==> config.mk <==
export PLATFORM = sky130hd
export DESIGN_NAME = mean_squared_displacement_flat
export DESIGN_NICKNAME = d
export VERILOG_FILES = /design/src/rtl/msd_pkg.sv /design/src/rtl/msd_if.sv /design/src/rtl/msd_datapath.sv /design/src/rtl/msd_ctrl.sv /design/src/rtl/mean_squared_displacement.sv /design/src/flat_wrapper.sv
export SDC_FILE = /design/constraint.sdc
export NUM_CORES = 2
export LEC_CHECK = 0
export BUFFER_PORTS_ARGS = -buffer_cell sky130_fd_sc_hd__buf_2
export CAP_MARGIN = 20
export CELL_PAD_IN_SITES_DETAIL_PLACEMENT = 0
export CELL_PAD_IN_SITES_GLOBAL_PLACEMENT = 1
export CORE_MARGIN = 2
export CORE_UTILIZATION = 46
export DETAILED_ROUTE_END_ITERATION = 6
export HOLD_SLACK_MARGIN = 0.08
export PLACE_DENSITY_LB_ADDON = 0.15
export SLEW_MARGIN = 30
export SYNTH_ARGS = -nofsm -noshare
export SYNTH_HDL_FRONTEND = slang
export SYNTH_SLANG_ARGS = --single-unit
==> constraint.sdc <==
create_clock -name clk -period 8.5 [get_ports clk]
set_clock_uncertainty 0.2 [all_clocks]
set_input_delay 0.85 -clock clk [delete_from_list [all_inputs] [get_ports clk]]
set_output_delay 0.85 -clock clk [all_outputs]
set_load 0.01 [all_outputs]
==> src/rtl/msd_pkg.sv <==
// Shared widths, codes and types of the mean squared displacement block.
// No dependencies; imported by every module and interface file of the block.
package msd_pkg;

	// Default number of fraction bits of the fixed-point formats.
	localparam int FRAC_BITS_DEF = 16;

	// Field widths of a request and a result.
	localparam int CROSS_W = 16;
	localparam int COORD_W = 16;
	localparam int STEP_W  = 16;
	localparam int OUT_W   = 48;

	// Configuration register widths and port.
	localparam int BOX_W     = 32;
	localparam int ATOM_W    = 17;
	localparam int TIME_W    = 32;
	localparam int CFG_W     = 32;
	localparam int CFG_IDX_W = 3;

	// Datapath widths: scaled length, running sum, shared multiplier digits.
	localparam int LEN_W  = 48;
	localparam int SUM_W  = 64;
	localparam int DIG_W  = LEN_W / 2;
	localparam int PP_W   = 2 * DIG_W;
	localparam int PROD_W = 2 * LEN_W;

	// Divider steps (one quotient bit per step) and their counter.
	localparam int DIV_STEPS = SUM_W;
	localparam int CNT_W     = $clog2(DIV_STEPS);

	// Configuration register indexes.
	typedef enum logic [CFG_IDX_W-1:0] {
		REG_BOX_LEN_X  = 3'd0,
		REG_BOX_LEN_Y  = 3'd1,
		REG_BOX_LEN_Z  = 3'd2,
		REG_ATOM_TOTAL = 3'd3,
		REG_STEP_SIZE  = 3'd4
	} cfg_reg_t;

	// Axis being processed.
	typedef enum logic [1:0] {
		AXIS_X = 2'd0,
		AXIS_Y = 2'd1,
		AXIS_Z = 2'd2
	} axis_t;

	// One atom request as handed to the datapath.
	typedef struct packed {
		logic signed [CROSS_W-1:0] cross_x;
		logic signed [CROSS_W-1:0] cross_y;
		logic signed [CROSS_W-1:0] cross_z;
		logic [COORD_W-1:0]        now_x;
		logic [COORD_W-1:0]        now_y;
		logic [COORD_W-1:0]        now_z;
		logic [COORD_W-1:0]        start_x;
		logic [COORD_W-1:0]        start_y;
		logic [COORD_W-1:0]        start_z;
		logic [STEP_W-1:0]         step_index;
		logic                      last_atom;
	} msd_atom_t;

	// Commands from the controller to the datapath.
	typedef struct packed {
		logic       load;
		logic       op_load;
		logic       sq_pass;
		axis_t      axis;
		logic       acc_clr;
		logic       pp_en;
		logic [1:0] dig;
		logic       acc_add;
		logic       sum_add;
		logic       div_step;
		logic       out_load;
	} msd_cmd_t;

	// Status from the datapath to the controller.
	typedef struct packed {
		logic last;
		logic out_free;
	} msd_status_t;

endpackage

==> src/rtl/msd_if.sv <==
// Valid/ready channel interfaces for atom requests and frame results.
// Depends on msd_pkg for the field widths.

// Atom request channel.
interface msd_atom_if import msd_pkg::*; ();
	logic                      valid;
	logic                      ready;
	logic signed [CROSS_W-1:0] cross_x;
	logic signed [CROSS_W-1:0] cross_y;
	logic signed [CROSS_W-1:0] cross_z;
	logic [COORD_W-1:0]        now_x;
	logic [COORD_W-1:0]        now_y;
	logic [COORD_W-1:0]        now_z;
	logic [COORD_W-1:0]        start_x;
	logic [COORD_W-1:0]        start_y;
	logic [COORD_W-1:0]        start_z;
	logic [STEP_W-1:0]         step_index;
	logic                      last_atom;

	modport source (
		output valid, cross_x, cross_y, cross_z, now_x, now_y, now_z,
		output start_x, start_y, start_z, step_index, last_atom,
		input  ready
	);
	modport sink (
		input  valid, cross_x, cross_y, cross_z, now_x, now_y, now_z,
		input  start_x, start_y, start_z, step_index, last_atom,
		output ready
	);
endinterface

// Frame result channel.
interface msd_result_if import msd_pkg::*; ();
	logic             valid;
	logic             ready;
	logic [OUT_W-1:0] msd_value;
	logic [OUT_W-1:0] frame_time;

	modport source (output valid, msd_value, frame_time, input ready);
	modport sink   (input valid, msd_value, frame_time, output ready);
endinterface

==> src/rtl/msd_datapath.sv <==
// Datapath: configuration registers, displacement magnitudes, the shared
// 24x24 multiplier with its accumulator, the running sum and the divider.
// Depends on msd_pkg; driven by msd_ctrl through msd_cmd_t.
module msd_datapath import msd_pkg::*; #(
	parameter int FRAC_BITS = FRAC_BITS_DEF
) (
	input  logic                 clk,
	input  logic                 arst_n,
	input  logic                 cfg_we,
	input  logic [CFG_IDX_W-1:0] cfg_index,
	input  logic [CFG_W-1:0]     cfg_data,
	input  msd_atom_t            atom,
	input  msd_cmd_t             cmd,
	output msd_status_t          status,
	input  logic                 out_ready,
	output logic                 out_valid,
	output logic [OUT_W-1:0]     msd_value,
	output logic [OUT_W-1:0]     frame_time
);

	localparam int MAG_W  = FRAC_BITS + 16;
	localparam int DISP_W = FRAC_BITS + 17;

	// Magnitude of crossings plus current minus initial coordinate, Q.F.
	function automatic logic [MAG_W-1:0] disp_mag(
		input logic signed [CROSS_W-1:0] c,
		input logic [COORD_W-1:0]        n,
		input logic [COORD_W-1:0]        s
	);
		logic signed [DISP_W-1:0] d;
		d = (DISP_W'(c) <<< FRAC_BITS)
			+ $signed({{(DISP_W-COORD_W){1'b0}}, n})
			- $signed({{(DISP_W-COORD_W){1'b0}}, s});
		return d[DISP_W-1] ? MAG_W'(-d) : MAG_W'(d);
	endfunction

	logic [BOX_W-1:0]  box_x_q, box_y_q, box_z_q;
	logic [ATOM_W-1:0] atom_total_q;
	logic [TIME_W-1:0] step_size_q;

	logic [MAG_W-1:0]  mag_x_q, mag_y_q, mag_z_q;
	logic              last_q;
	logic [OUT_W-1:0]  time_q;

	logic [LEN_W-1:0]  op_a_q, op_b_q;
	logic [PP_W-1:0]   pp_s1;
	logic [1:0]        tag_s1;
	logic [PROD_W-1:0] acc_q;
	logic [SUM_W-1:0]  sum_q;
	logic [ATOM_W-1:0] rem_q;

	logic              out_valid_q;
	logic [OUT_W-1:0]  msd_q, frame_q;

	logic [MAG_W-1:0]  mag_sel;
	logic [BOX_W-1:0]  box_sel;
	logic [LEN_W-1:0]  len;
	logic [SUM_W-1:0]  sq;
	logic [DIG_W-1:0]  a_dig, b_dig;
	logic [PROD_W-1:0] addend;
	logic [SUM_W:0]    sum_ext;
	logic [ATOM_W-1:0] divisor;
	logic [ATOM_W:0]   trial, trial_sub;
	logic              q_bit;

	// Configuration registers.
	always_ff @(posedge clk or negedge arst_n) begin
		if (!arst_n) begin
			box_x_q      <= BOX_W'(65536);
			box_y_q      <= BOX_W'(65536);
			box_z_q      <= BOX_W'(65536);
			atom_total_q <= ATOM_W'(1);
			step_size_q  <= TIME_W'(65536);
		end else if (cfg_we) begin
			unique case (cfg_index)
				REG_BOX_LEN_X:  box_x_q      <= cfg_data[BOX_W-1:0];
				REG_BOX_LEN_Y:  box_y_q      <= cfg_data[BOX_W-1:0];
				REG_BOX_LEN_Z:  box_z_q      <= cfg_data[BOX_W-1:0];
				REG_ATOM_TOTAL: atom_total_q <= cfg_data[ATOM_W-1:0];
				REG_STEP_SIZE:  step_size_q  <= cfg_data[TIME_W-1:0];
				default: ;
			endcase
		end
	end

	// Request capture: displacement magnitudes, last flag and frame time.
	always_ff @(posedge clk) begin
		if (cmd.load) begin
			mag_x_q <= disp_mag(atom.cross_x, atom.now_x, atom.start_x);
			mag_y_q <= disp_mag(atom.cross_y, atom.now_y, atom.start_y);
			mag_z_q <= disp_mag(atom.cross_z, atom.now_z, atom.start_z);
			last_q  <= atom.last_atom;
			time_q  <= {{(OUT_W-STEP_W){1'b0}}, atom.step_index}
				* {{(OUT_W-TIME_W){1'b0}}, step_size_q};
		end
	end

	// Operand selection for the current axis.
	always_comb begin
		unique case (cmd.axis)
			AXIS_X: begin
				mag_sel = mag_x_q;
				box_sel = box_x_q;
			end
			AXIS_Y: begin
				mag_sel = mag_y_q;
				box_sel = box_y_q;
			end
			AXIS_Z: begin
				mag_sel = mag_z_q;
				box_sel = box_z_q;
			end
			default: begin
				mag_sel = '0;
				box_sel = '0;
			end
		endcase
	end

	// Rescaled length never exceeds 48 bits; the square saturates to 64 bits.
	assign len = acc_q[FRAC_BITS +: LEN_W];
	assign sq  = (|acc_q[PROD_W-1:SUM_W+FRAC_BITS]) ? '1 : acc_q[FRAC_BITS +: SUM_W];

	// Multiplier operands: magnitude times box length, then length squared.
	always_ff @(posedge clk) begin
		if (cmd.op_load) begin
			if (cmd.sq_pass) begin
				op_a_q <= len;
				op_b_q <= len;
			end else begin
				op_a_q <= {{(LEN_W-MAG_W){1'b0}}, mag_sel};
				op_b_q <= {{(LEN_W-BOX_W){1'b0}}, box_sel};
			end
		end
	end

	// Partial product stage of the shared multiplier.
	assign a_dig = cmd.dig[0] ? op_a_q[LEN_W-1:DIG_W] : op_a_q[DIG_W-1:0];
	assign b_dig = cmd.dig[1] ? op_b_q[LEN_W-1:DIG_W] : op_b_q[DIG_W-1:0];

	always_ff @(posedge clk) begin
		if (cmd.pp_en) begin
			pp_s1  <= a_dig * b_dig;
			tag_s1 <= {1'b0, cmd.dig[0]} + {1'b0, cmd.dig[1]};
		end
	end

	// Align the partial product by its digit weight.
	always_comb begin
		unique case (tag_s1)
			2'd0:    addend = PROD_W'(pp_s1);
			2'd1:    addend = PROD_W'(pp_s1) << DIG_W;
			2'd2:    addend = PROD_W'(pp_s1) << (2 * DIG_W);
			default: addend = '0;
		endcase
	end

	// Product accumulator.
	always_ff @(posedge clk) begin
		if (cmd.acc_clr) begin
			acc_q <= '0;
		end else if (cmd.acc_add) begin
			acc_q <= acc_q + addend;
		end
	end

	// Restoring division step; a zero atom count divides as one.
	assign divisor   = (atom_total_q == '0) ? ATOM_W'(1) : atom_total_q;
	assign trial     = {rem_q, sum_q[SUM_W-1]};
	assign q_bit     = trial >= {1'b0, divisor};
	assign trial_sub = trial - {1'b0, divisor};
	assign sum_ext   = {1'b0, sum_q} + {1'b0, sq};

	// Running sum, which also serves as dividend and quotient register.
	always_ff @(posedge clk or negedge arst_n) begin
		if (!arst_n) begin
			sum_q <= '0;
		end else if (cmd.sum_add) begin
			sum_q <= sum_ext[SUM_W] ? '1 : sum_ext[SUM_W-1:0];
		end else if (cmd.div_step) begin
			sum_q <= {sum_q[SUM_W-2:0], q_bit};
		end else if (cmd.out_load) begin
			sum_q <= '0;
		end
	end

	// Division remainder, cleared with every new request.
	always_ff @(posedge clk) begin
		if (cmd.load) begin
			rem_q <= '0;
		end else if (cmd.div_step) begin
			rem_q <= q_bit ? trial_sub[ATOM_W-1:0] : trial[ATOM_W-1:0];
		end
	end

	// Output register flag.
	always_ff @(posedge clk or negedge arst_n) begin
		if (!arst_n) begin
			out_valid_q <= 1'b0;
		end else if (cmd.out_load) begin
			out_valid_q <= 1'b1;
		end else if (out_ready) begin
			out_valid_q <= 1'b0;
		end
	end

	// Output payload: mean saturated to 48 bits and the frame time.
	always_ff @(posedge clk) begin
		if (cmd.out_load) begin
			msd_q   <= (|sum_q[SUM_W-1:OUT_W]) ? '1 : sum_q[OUT_W-1:0];
			frame_q <= time_q;
		end
	end

	assign status.last     = last_q;
	assign status.out_free = !out_valid_q || out_ready;
	assign out_valid       = out_valid_q;
	assign msd_value       = msd_q;
	assign frame_time      = frame_q;

endmodule

==> src/rtl/msd_ctrl.sv <==
// Controller: sequences the per-axis multiplies, the sum update, the
// division and the result load. Depends on msd_pkg for commands and status.
module msd_ctrl import msd_pkg::*; (
	input  logic        clk,
	input  logic        arst_n,
	input  logic        in_valid,
	output logic        in_ready,
	input  msd_status_t status,
	output msd_cmd_t    cmd
);

	typedef enum logic [6:0] {
		ST_IDLE  = 7'b0000001,
		ST_OPLD  = 7'b0000010,
		ST_MUL   = 7'b0000100,
		ST_DRAIN = 7'b0001000,
		ST_SUM   = 7'b0010000,
		ST_DIV   = 7'b0100000,
		ST_DONE  = 7'b1000000
	} state_t;

	state_t           state_q, state_d;
	logic [CNT_W-1:0] cnt_q, cnt_d;
	axis_t            axis_q, axis_d;
	logic             pass_q, pass_d;
	axis_t            axis_next;

	// Axis order x, y, z.
	always_comb begin
		unique case (axis_q)
			AXIS_X:  axis_next = AXIS_Y;
			AXIS_Y:  axis_next = AXIS_Z;
			default: axis_next = AXIS_X;
		endcase
	end

	// Next state and commands.
	always_comb begin
		state_d     = state_q;
		cnt_d       = cnt_q;
		axis_d      = axis_q;
		pass_d      = pass_q;
		cmd         = '0;
		cmd.axis    = axis_q;
		cmd.sq_pass = pass_q;
		cmd.dig     = cnt_q[1:0];
		in_ready    = 1'b0;
		unique case (state_q)
			ST_IDLE: begin
				in_ready = 1'b1;
				if (in_valid) begin
					cmd.load = 1'b1;
					axis_d   = AXIS_X;
					pass_d   = 1'b0;
					state_d  = ST_OPLD;
				end
			end
			ST_OPLD: begin
				cmd.op_load = 1'b1;
				cmd.acc_clr = 1'b1;
				cnt_d       = '0;
				state_d     = ST_MUL;
			end
			ST_MUL: begin
				cmd.pp_en   = 1'b1;
				cmd.acc_add = cnt_q[1:0] != 2'd0;
				cnt_d       = cnt_q + 1'b1;
				if (cnt_q[1:0] == 2'd3) begin
					state_d = ST_DRAIN;
				end
			end
			ST_DRAIN: begin
				cmd.acc_add = 1'b1;
				if (!pass_q) begin
					pass_d  = 1'b1;
					state_d = ST_OPLD;
				end else begin
					state_d = ST_SUM;
				end
			end
			ST_SUM: begin
				cmd.sum_add = 1'b1;
				if (axis_q == AXIS_Z) begin
					cnt_d   = '0;
					state_d = status.last ? ST_DIV : ST_IDLE;
				end else begin
					axis_d  = axis_next;
					pass_d  = 1'b0;
					state_d = ST_OPLD;
				end
			end
			ST_DIV: begin
				cmd.div_step = 1'b1;
				cnt_d        = cnt_q + 1'b1;
				if (cnt_q == CNT_W'(DIV_STEPS - 1)) begin
					state_d = ST_DONE;
				end
			end
			ST_DONE: begin
				if (status.out_free) begin
					cmd.out_load = 1'b1;
					state_d      = ST_IDLE;
				end
			end
			default: state_d = ST_IDLE;
		endcase
	end

	// Control registers.
	always_ff @(posedge clk or negedge arst_n) begin
		if (!arst_n) begin
			state_q <= ST_IDLE;
			cnt_q   <= '0;
			axis_q  <= AXIS_X;
			pass_q  <= 1'b0;
		end else begin
			state_q <= state_d;
			cnt_q   <= cnt_d;
			axis_q  <= axis_d;
			pass_q  <= pass_d;
		end
	end

endmodule

==> src/rtl/mean_squared_displacement.sv <==
// Top level of the mean squared displacement block: controller and datapath.
// Depends on msd_pkg, msd_atom_if, msd_result_if, msd_ctrl and msd_datapath.
//
//   Channel  Dir  Handshake      Contents
//   atom     in   valid/ready    crossings, coordinates, step index, last flag
//   result   out  valid/ready    msd_value, frame_time
//   cfg      in   cfg_we only    cfg_index, cfg_data
//
// An atom is accepted only in idle, so the next waits for six 48x48
// products, each run as four partial products on the shared 24x24
// multiplier. A last atom also runs the one-bit-per-cycle divider and
// the result load. Reset clears the sum and loads register defaults.
// A stalled result is held in the output register; the next atom is
// accepted meanwhile, and a later frame waits only at its load.
module mean_squared_displacement import msd_pkg::*; #(
	parameter int FRAC_BITS = FRAC_BITS_DEF
) (
	input  logic                 clk,
	input  logic                 arst_n,
	msd_atom_if.sink             atom,
	msd_result_if.source         result,
	input  logic                 cfg_we,
	input  logic [CFG_IDX_W-1:0] cfg_index,
	input  logic [CFG_W-1:0]     cfg_data
);

	msd_atom_t   atom_d;
	msd_cmd_t    cmd;
	msd_status_t status;

	// Gather the request payload into one struct.
	assign atom_d = '{
		cross_x:    atom.cross_x,
		cross_y:    atom.cross_y,
		cross_z:    atom.cross_z,
		now_x:      atom.now_x,
		now_y:      atom.now_y,
		now_z:      atom.now_z,
		start_x:    atom.start_x,
		start_y:    atom.start_y,
		start_z:    atom.start_z,
		step_index: atom.step_index,
		last_atom:  atom.last_atom
	};

	msd_ctrl u_ctrl (
		.clk      (clk),
		.arst_n   (arst_n),
		.in_valid (atom.valid),
		.in_ready (atom.ready),
		.status   (status),
		.cmd      (cmd)
	);

	msd_datapath #(
		.FRAC_BITS (FRAC_BITS)
	) u_datapath (
		.clk        (clk),
		.arst_n     (arst_n),
		.cfg_we     (cfg_we),
		.cfg_index  (cfg_index),
		.cfg_data   (cfg_data),
		.atom       (atom_d),
		.cmd        (cmd),
		.status     (status),
		.out_ready  (result.ready),
		.out_valid  (result.valid),
		.msd_value  (result.msd_value),
		.frame_time (result.frame_time)
	);

endmodule

==> src/flat_wrapper.sv <==
// flat-port wrapper written by rule: the top's interface ports become plain ports
module mean_squared_displacement_flat import msd_pkg::*;
#(
	parameter int FRAC_BITS = FRAC_BITS_DEF
)
  (clk, arst_n, cfg_we, cfg_index, cfg_data, atom_valid, atom_cross_x, atom_cross_y, atom_cross_z, atom_now_x, atom_now_y, atom_now_z, atom_start_x, atom_start_y, atom_start_z, atom_step_index, atom_last_atom, atom_ready, result_valid, result_msd_value, result_frame_time, result_ready);
  msd_atom_if atom_i ();
  msd_result_if result_i ();
  input  logic clk;
  input  logic arst_n;
  input  logic cfg_we;
  input  logic [CFG_IDX_W-1:0] cfg_index;
  input  logic [CFG_W-1:0] cfg_data;
  input wire logic [$bits(atom_i.valid)-1:0] atom_valid;
  input wire logic [$bits(atom_i.cross_x)-1:0] atom_cross_x;
  input wire logic [$bits(atom_i.cross_y)-1:0] atom_cross_y;
  input wire logic [$bits(atom_i.cross_z)-1:0] atom_cross_z;
  input wire logic [$bits(atom_i.now_x)-1:0] atom_now_x;
  input wire logic [$bits(atom_i.now_y)-1:0] atom_now_y;
  input wire logic [$bits(atom_i.now_z)-1:0] atom_now_z;
  input wire logic [$bits(atom_i.start_x)-1:0] atom_start_x;
  input wire logic [$bits(atom_i.start_y)-1:0] atom_start_y;
  input wire logic [$bits(atom_i.start_z)-1:0] atom_start_z;
  input wire logic [$bits(atom_i.step_index)-1:0] atom_step_index;
  input wire logic [$bits(atom_i.last_atom)-1:0] atom_last_atom;
  output wire logic [$bits(atom_i.ready)-1:0] atom_ready;
  output wire logic [$bits(result_i.valid)-1:0] result_valid;
  output wire logic [$bits(result_i.msd_value)-1:0] result_msd_value;
  output wire logic [$bits(result_i.frame_time)-1:0] result_frame_time;
  input wire logic [$bits(result_i.ready)-1:0] result_ready;
  assign atom_i.valid = atom_valid;
  assign atom_i.cross_x = atom_cross_x;
  assign atom_i.cross_y = atom_cross_y;
  assign atom_i.cross_z = atom_cross_z;
  assign atom_i.now_x = atom_now_x;
  assign atom_i.now_y = atom_now_y;
  assign atom_i.now_z = atom_now_z;
  assign atom_i.start_x = atom_start_x;
  assign atom_i.start_y = atom_start_y;
  assign atom_i.start_z = atom_start_z;
  assign atom_i.step_index = atom_step_index;
  assign atom_i.last_atom = atom_last_atom;
  assign atom_ready = atom_i.ready;
  assign result_valid = result_i.valid;
  assign result_msd_value = result_i.msd_value;
  assign result_frame_time = result_i.frame_time;
  assign result_i.ready = result_ready;
  mean_squared_displacement #(.FRAC_BITS(FRAC_BITS)) u_core (.clk(clk), .arst_n(arst_n), .atom(atom_i), .result(result_i), .cfg_we(cfg_we), .cfg_index(cfg_index), .cfg_data(cfg_data));
endmodule
=== Word-level counts from Yosys, hierarchy flattened ===
Index checks and enable logic that the tools add are counted.

* Register bits after elaboration: 710
* Logic and storage cells: 135
* Output and inout bits: 98
* Input port bits: 201

* Muxes and demuxes: 46
* Equal/unequal tests: 23
* Reductions and logical operators: 24
* Add/sub/neg operators: 14
* Order comparisons: 1
* $mul: 2

{| class="wikitable"
|+ Operators with widths
! kind !! number
|-
| $mux W64 || 5
|-
| $pmux W96 S3 || 1
|-
| $pmux W32 S3 || 2
|-
| $mux W32 || 5
|-
| $add A32 B17 Y33 || 3
|-
| $sub A33 B17 Y33 || 3
|-
| $add A96 B96 Y96 || 1
|-
| $neg A32 Y32 || 3
|-
| $add A64 B64 Y65 || 1
|-
| $pmux W7 S7 || 1
|-
| $mul A16 B32 Y48 || 1
|-
| $mul A24 B24 Y48 || 1
|-
| $mux W24 || 2
|-
| $mux W17 || 2
|-
| $reduce_or A16 Y1 || 2
|-
| $mux W7 || 4
|-
| $ge A18 B17 Y1 || 1
|-
| $mux W6 || 3
|-
| $pmux W6 S3 || 1
|-
| $logic_not A17 Y1 || 1
|-
| $sub A17 B17 Y17 || 1
|-
| $mux W1 || 13
|-
| $reduce_and A2 Y1 || 6
|-
| $ne A2 B2 Y1 const B || 5
|-
| other kinds (30) || 42
|}

=== Depth between registers and ports, before layout ===
* Word-level depth: 7
* Gate-level depth with buffers: 30
* Depth with buffers taken out: 27

=== Cells and area by module ===
Synthesis repeated with hierarchy kept, for this count alone.

* Cells, all modules: 8579
* Area, all modules: 79009.5 sq um

{| class="wikitable"
|+ By module, submodules not included
! module !! times used !! cells an instance !! area each (sq um) !! seq. area each (sq um)
|-
| msd_datapath || 1 || 8467 || 77999.8 || 18664.2
|-
| msd_ctrl || 1 || 112 || 1009.7 || 401.6
|}

=== Worst setup path after synthesis ===
Ideal clock, no wire load.

* Path type: register to register
* Start: reg u_core.u_ctrl.cnt_q[1]
* End: reg u_core.u_datapath.pp_s1[47] (data pin)
* Cell stages (with the launch flop): 27
* Arrival time: 7.766 ns
* Period minus slack after synthesis: 8.225 ns
* Buffers on the path: 3
* Library setup time: 0.259 ns
* Path slack: 0.275 ns
* Required time: 8.041 ns
* Cells stage by stage: dfrtp_1 -> clkbuf_1 -> buf_1 -> clkbuf_1 -> mux2i_1 -> nor2_1 -> fa_1 -> inv_1 -> fa_1 -> fa_1 -> fa_1 -> fa_1 -> fa_1 -> fa_1 -> inv_1 -> ha_1 -> a21o_1 -> a21oi_1 -> o21ai_0 -> a21oi_1 -> o21ai_0 -> a221oi_1 -> o211ai_1 -> a41o_1 -> a221o_1 -> a21oi_1 -> xnor2_1

* Longest elaborated chain between the ends: 2

{| class="wikitable"
|+ RTL lines
! what !! line !! source
|-
| from (decl) || msd_ctrl.sv:23 || <nowiki>logic [CNT_W-1:0] cnt_q, cnt_d;</nowiki>
|-
| from (signal assigned) || msd_ctrl.sv:118 || <nowiki>cnt_q <= cnt_d;</nowiki>
|-
| $mux W24 || msd_datapath.sv:139 || <nowiki>assign b_dig = cmd.dig[1] ? op_b_q[LEN_W-1:DIG_W] : op_b_q[DIG_W-1:0];</nowiki>
|-
| $mul A24 B24 Y48 || msd_datapath.sv:143 || <nowiki>pp_s1 <= a_dig * b_dig;</nowiki>
|-
| to (signal assigned) || msd_datapath.sv:143 ||
|-
| to (decl) || msd_datapath.sv:46 || <nowiki>logic [PP_W-1:0] pp_s1;</nowiki>
|}

No other way between the ends.
A chain may end at the register's enable or synchronous reset.

=== Worst setup path in the final report ===
* Start: reg u_core.u_ctrl.cnt_q[0]
* End: reg u_core.u_datapath.pp_s1[47] (data pin)

* Longest elaborated chain between the ends: 2

{| class="wikitable"
|+ RTL lines
! what !! line !! source
|-
| $mux W24 || msd_datapath.sv:138 || <nowiki>assign a_dig = cmd.dig[0] ? op_a_q[LEN_W-1:DIG_W] : op_a_q[DIG_W-1:0];</nowiki>
|-
| $mul A24 B24 Y48 || msd_datapath.sv:143 ||
|}

No other way between the ends.

==> flow_summary.json <==
{
  "drc": 0,
  "arrival_ns": 8.39,
  "startpoint": "u_core.u_ctrl.cnt_q[0]$_DFFE_PN0P_",
  "end_kind": "register",
  "first_global_vias": 63800,
  "num_io_pins": 299,
  "tightest_slew_ns": 0.979,
  "crit-reg2reg-launch": "u_core.u_ctrl.cnt_q[0]$_DFFE_PN0P_",
  "place_hpwl_um": 208000,
  "synth_area_um2": 79000,
  "rows": 152,
  "grt_usage": 0.297,
  "wire_per_inst_um": 23.2,
  "post_drt_via_cell_ratio": 5.65,
  "syn-num-nets": 10300,
  "critPathLaunchType": "register",
  "ys_ff_latch": 710,
  "crit_path_end": "u_core.u_datapath.pp_s1[47]$_DFFE_PP_",
  "async_flop_share": 0.318,
  "setup_viol": 0,
  "setup_ws_ns": 0.330,
  "hp-class": "input pin to register",
  "synth_largest_area_cell": "fa_1",
  "syn_inst": 8677,
  "final_antenna_net_count": 0,
  "crit_type": "register to register",
  "grt_setup_unrepaired": "false",
  "clk_pin_slew_ns": 0.06,
  "wl_um": 259000,
  "die_h_um": 418,
  "multi_input_area_um2": 54300,
  "r2r_slack_ns": 0.33,
  "yosysUniqueCellTypes": 108,
  "seqCellArea_um2": 19100,
  "yosys_warnings": 0,
  "vias": 62900,
  "die_x_um": 418,
  "maxSlewHeadroom": 0.348,
  "cts.sinks": 710,
  "grt-ovfl-total": 0,
  "coreArea_um2": 171000,
  "ys.flop_type": "edfxtp_1",
  "postSynthAreaPerCell_um2": 9.10,
  "fp.dieArea_um2": 175000,
  "grt_antenna_before_repair": 24,
  "worstHoldStart": "atom_last_atom",
  "start_util": 0.461,
  "cts_tree": "done",
  "h-tree-depth": 3,
  "fillers": 16400,
  "drv_slew": 0,
  "synth_edf_count": 371,
  "hold_viol": 0,
  "syn_to_final_growth_pct": 9.46,
  "r2r-end": "u_core.u_datapath.pp_s1[47]$_DFFE_PP_",
  "finalSetupTns_ns": 0,
  "layout-drive-gt1-share": 0.115,
  "grt_max_degree": 142,
  "drt_iter0_drc": 4715,
  "synth_area_leaders": "fa_1, edfxtp_1, ha_1, dfrtp_1, inv_1",
  "clock_path_buffers": 3,
  "pre_cts_slack_ns": 0.247,
  "clk_latency_ns": 0.72,
  "drt_pre_antenna_iters": 6,
  "period_share": 0.961,
  "ys_seq_area_frac": 0.241,
  "crit_fanout": 18,
  "yosysTopAreaCellShare": 0.230,
  "grt_pass1_wl_um": 396000,
  "outcome": "complete, no violations",
  "io_buffers": 298,
  "drv_cap": 0,
  "tritoncts.num_buffers": 81,
  "finalCriticalPeriod_ns": 8.17,
  "max_freq_mhz": 122,
  "cts_root_buffer": "clkbuf_16",
  "fin_nets": 10500,
  "critPathRequiredTime_ns": 8.72,
  "worst-r2r-cell-count": 25,
  "gp_congestion": 0.969
}
[metrics by stage]
step / utilization / area (um2) / cells / hold WS, ns
finish: 0.505 / 86500 / 11100 / 0.161
floorplan: - / 79000 / 8677 / 0.200
global placement: 0.488 / 83600 / 11000 / 0.204
CTS: 0.505 / 86400 / 11100 / 0.110
global route: 0.505 / 86400 / 11100 / 0.128
detailed placement: 0.489 / 83600 / 11000 / 0.205
[registers in the layout (all words and copies together), names as in the netlist, 6 cells and up]
signal	flops
u_core.u_datapath.rem_q	17
u_core.u_datapath.mag_z_q	32
u_core.u_datapath.step_size_q	32
u_core.u_ctrl.state_q	7
u_core.u_datapath.op_a_q	32
u_core.u_datapath.box_z_q	32
u_core.u_datapath.mag_y_q	32
u_core.u_datapath.box_y_q	32
u_core.u_datapath.msd_value	48
u_core.u_datapath.box_x_q	32
u_core.u_ctrl.cnt_q	6
u_core.u_datapath.time_q	48
u_core.u_datapath.sum_q	64
u_core.u_datapath.acc_q	96
u_core.u_datapath.pp_s1	48
u_core.u_datapath.frame_time	48
u_core.u_datapath.mag_x_q	32
u_core.u_datapath.atom_total_q	17
u_core.u_datapath.op_b_q	48
[synthesized netlist by cell type, types with 29 or more instances]
cell type / count
nand4_1: 89
nor2b_1: 33
dfrtp_1: 220
ha_1: 523
nor3_1: 99
o21a_1: 39
xnor2_1: 248
inv_1: 1094
mux2_2: 195
a22o_1: 29
nor4_1: 34
mux2i_1: 150
o21bai_1: 69
o21ai_0: 309
nand2b_1: 38
nand3_1: 96
a22oi_1: 67
a31oi_1: 49
a21o_1: 187
a21oi_1: 537
or3_1: 40
xor2_1: 143
nand2_1: 1087
edfxtp_1: 371
a211oi_1: 49
and2_1: 221
o31ai_1: 29
dfxtp_1: 113
and3_1: 31
or2_2: 126
clkbuf_1: 392
buf_1: 33
nor2_1: 705
fa_1: 906
[timing repair]
item                                    in CTS  in global routing
hold endpoints to repair                    84                  0
setup buffers                                0                  5
endpoints found under the setup margin       0                  4
hold buffers                                 1                  0
gates resized for setup                      0                  6
[worst max-delay path, cell delays in order (launching register included)]
cell and delay (ns):
dfrtp_4 0.61, buf_4 0.24, mux2_2 0.45, buf_4 0.23, nand2_1 0.08, fa_1 0.51, inv_1 0.06, fa_1 0.50
inv_1 0.06, fa_1 0.53, inv_1 0.05, fa_1 0.53, fa_1 0.45, fa_1 0.57, fa_1 0.44, ha_1 0.37
a21o_1 0.18, a21oi_1 0.12, o21ai_0 0.11, a221oi_1 0.30, buf_4 0.19, o211ai_1 0.16, a41o_1 0.32, a221o_1 0.32
a21oi_1 0.19, xnor2_1 0.10
[cell type report]
| class | instances | share of cell area |
|---|---|---|
| antenna | 7 | 0.000203 |
| sequential | 710 | 0.221 |
| tap | 2233 | 0.0323 |
| inverter | 1097 | 0.0477 |
| timing repair buffer | 501 | 0.0389 |
| clock buffer | 111 | 0.0262 |
| clock inverter | 41 | 0.00564 |
| multi-input combinational | 6441 | 0.628 |
[cell usage in the layout, fill, tap and decap left out, types with 67 or more instances in the layout]
master     netlist  final
o21bai_1        69     69
nand4_1         89     89
xnor2_1        248    248
xor2_1         143    143
dfxtp_1        113    113
mux2_2         195    192
buf_2            2    297
dfrtp_1        220    216
a22oi_1         67     67
o21ai_0        309    308
a21oi_1        537    537
edfxtp_1       371    371
buf_4            0    175
nor3_1          99     97
nand3_1         96     96
inv_1         1094   1091
ha_1           523    523
and2_1         221    221
mux2i_1        150    145
nor2_1         705    703
a21o_1         187    186
nand2_1       1087   1087
fa_1           906    906
clkbuf_16        0     82
or2_2          126    126
[metal layers]
| layer | global-route usage | part of all wire | vias to the layer above |
|---|---|---|---|
| met4 | 0.0821 | 0.031 | 34 |
| met3 | 0.0451 | 0.057 | 374 |
| met5 | 0 | 0.00089 | - |
| met2 | 0.482 | 0.47 | 1639 |
| li1 | - | - | 29100 |
| met1 | 0.412 | 0.44 | 31700 |
[kinds of logic (layout without fill, tap and decap cells)]
group,Yosys count,count (layout),synth area share
compound gates,1588,1588,0.127
xor+xnor,391,391,0.0434
fa+ha+maj,1429,1429,0.312
buf+inv,1526,1750,0.0727
flops,710,710,0.241
mux,345,345,0.0468
other cells,0,7,0
simple gates,2688,2688,0.156
[worst min-delay path by stage]
stage	to	cells after the start
2_1_floorplan	u_core.u_datapath.frame_time[0]$_DFFE_PP_	0
3_3_place_gp	u_core.u_datapath.frame_time[7]$_DFFE_PP_	0
3_5_place_dp	u_core.u_datapath.frame_time[45]$_DFFE_PP_	0
4_1_cts	u_core.u_datapath.last_q$_DFFE_PP_	1
5_1_grt	u_core.u_datapath.last_q$_DFFE_PP_	1
6_report	u_core.u_datapath.last_q$_DFFE_PP_	1
Power is left out: the tool's default activity adds up to more than one toggle a clock period on the data nets, which glitch-free logic cannot reach.
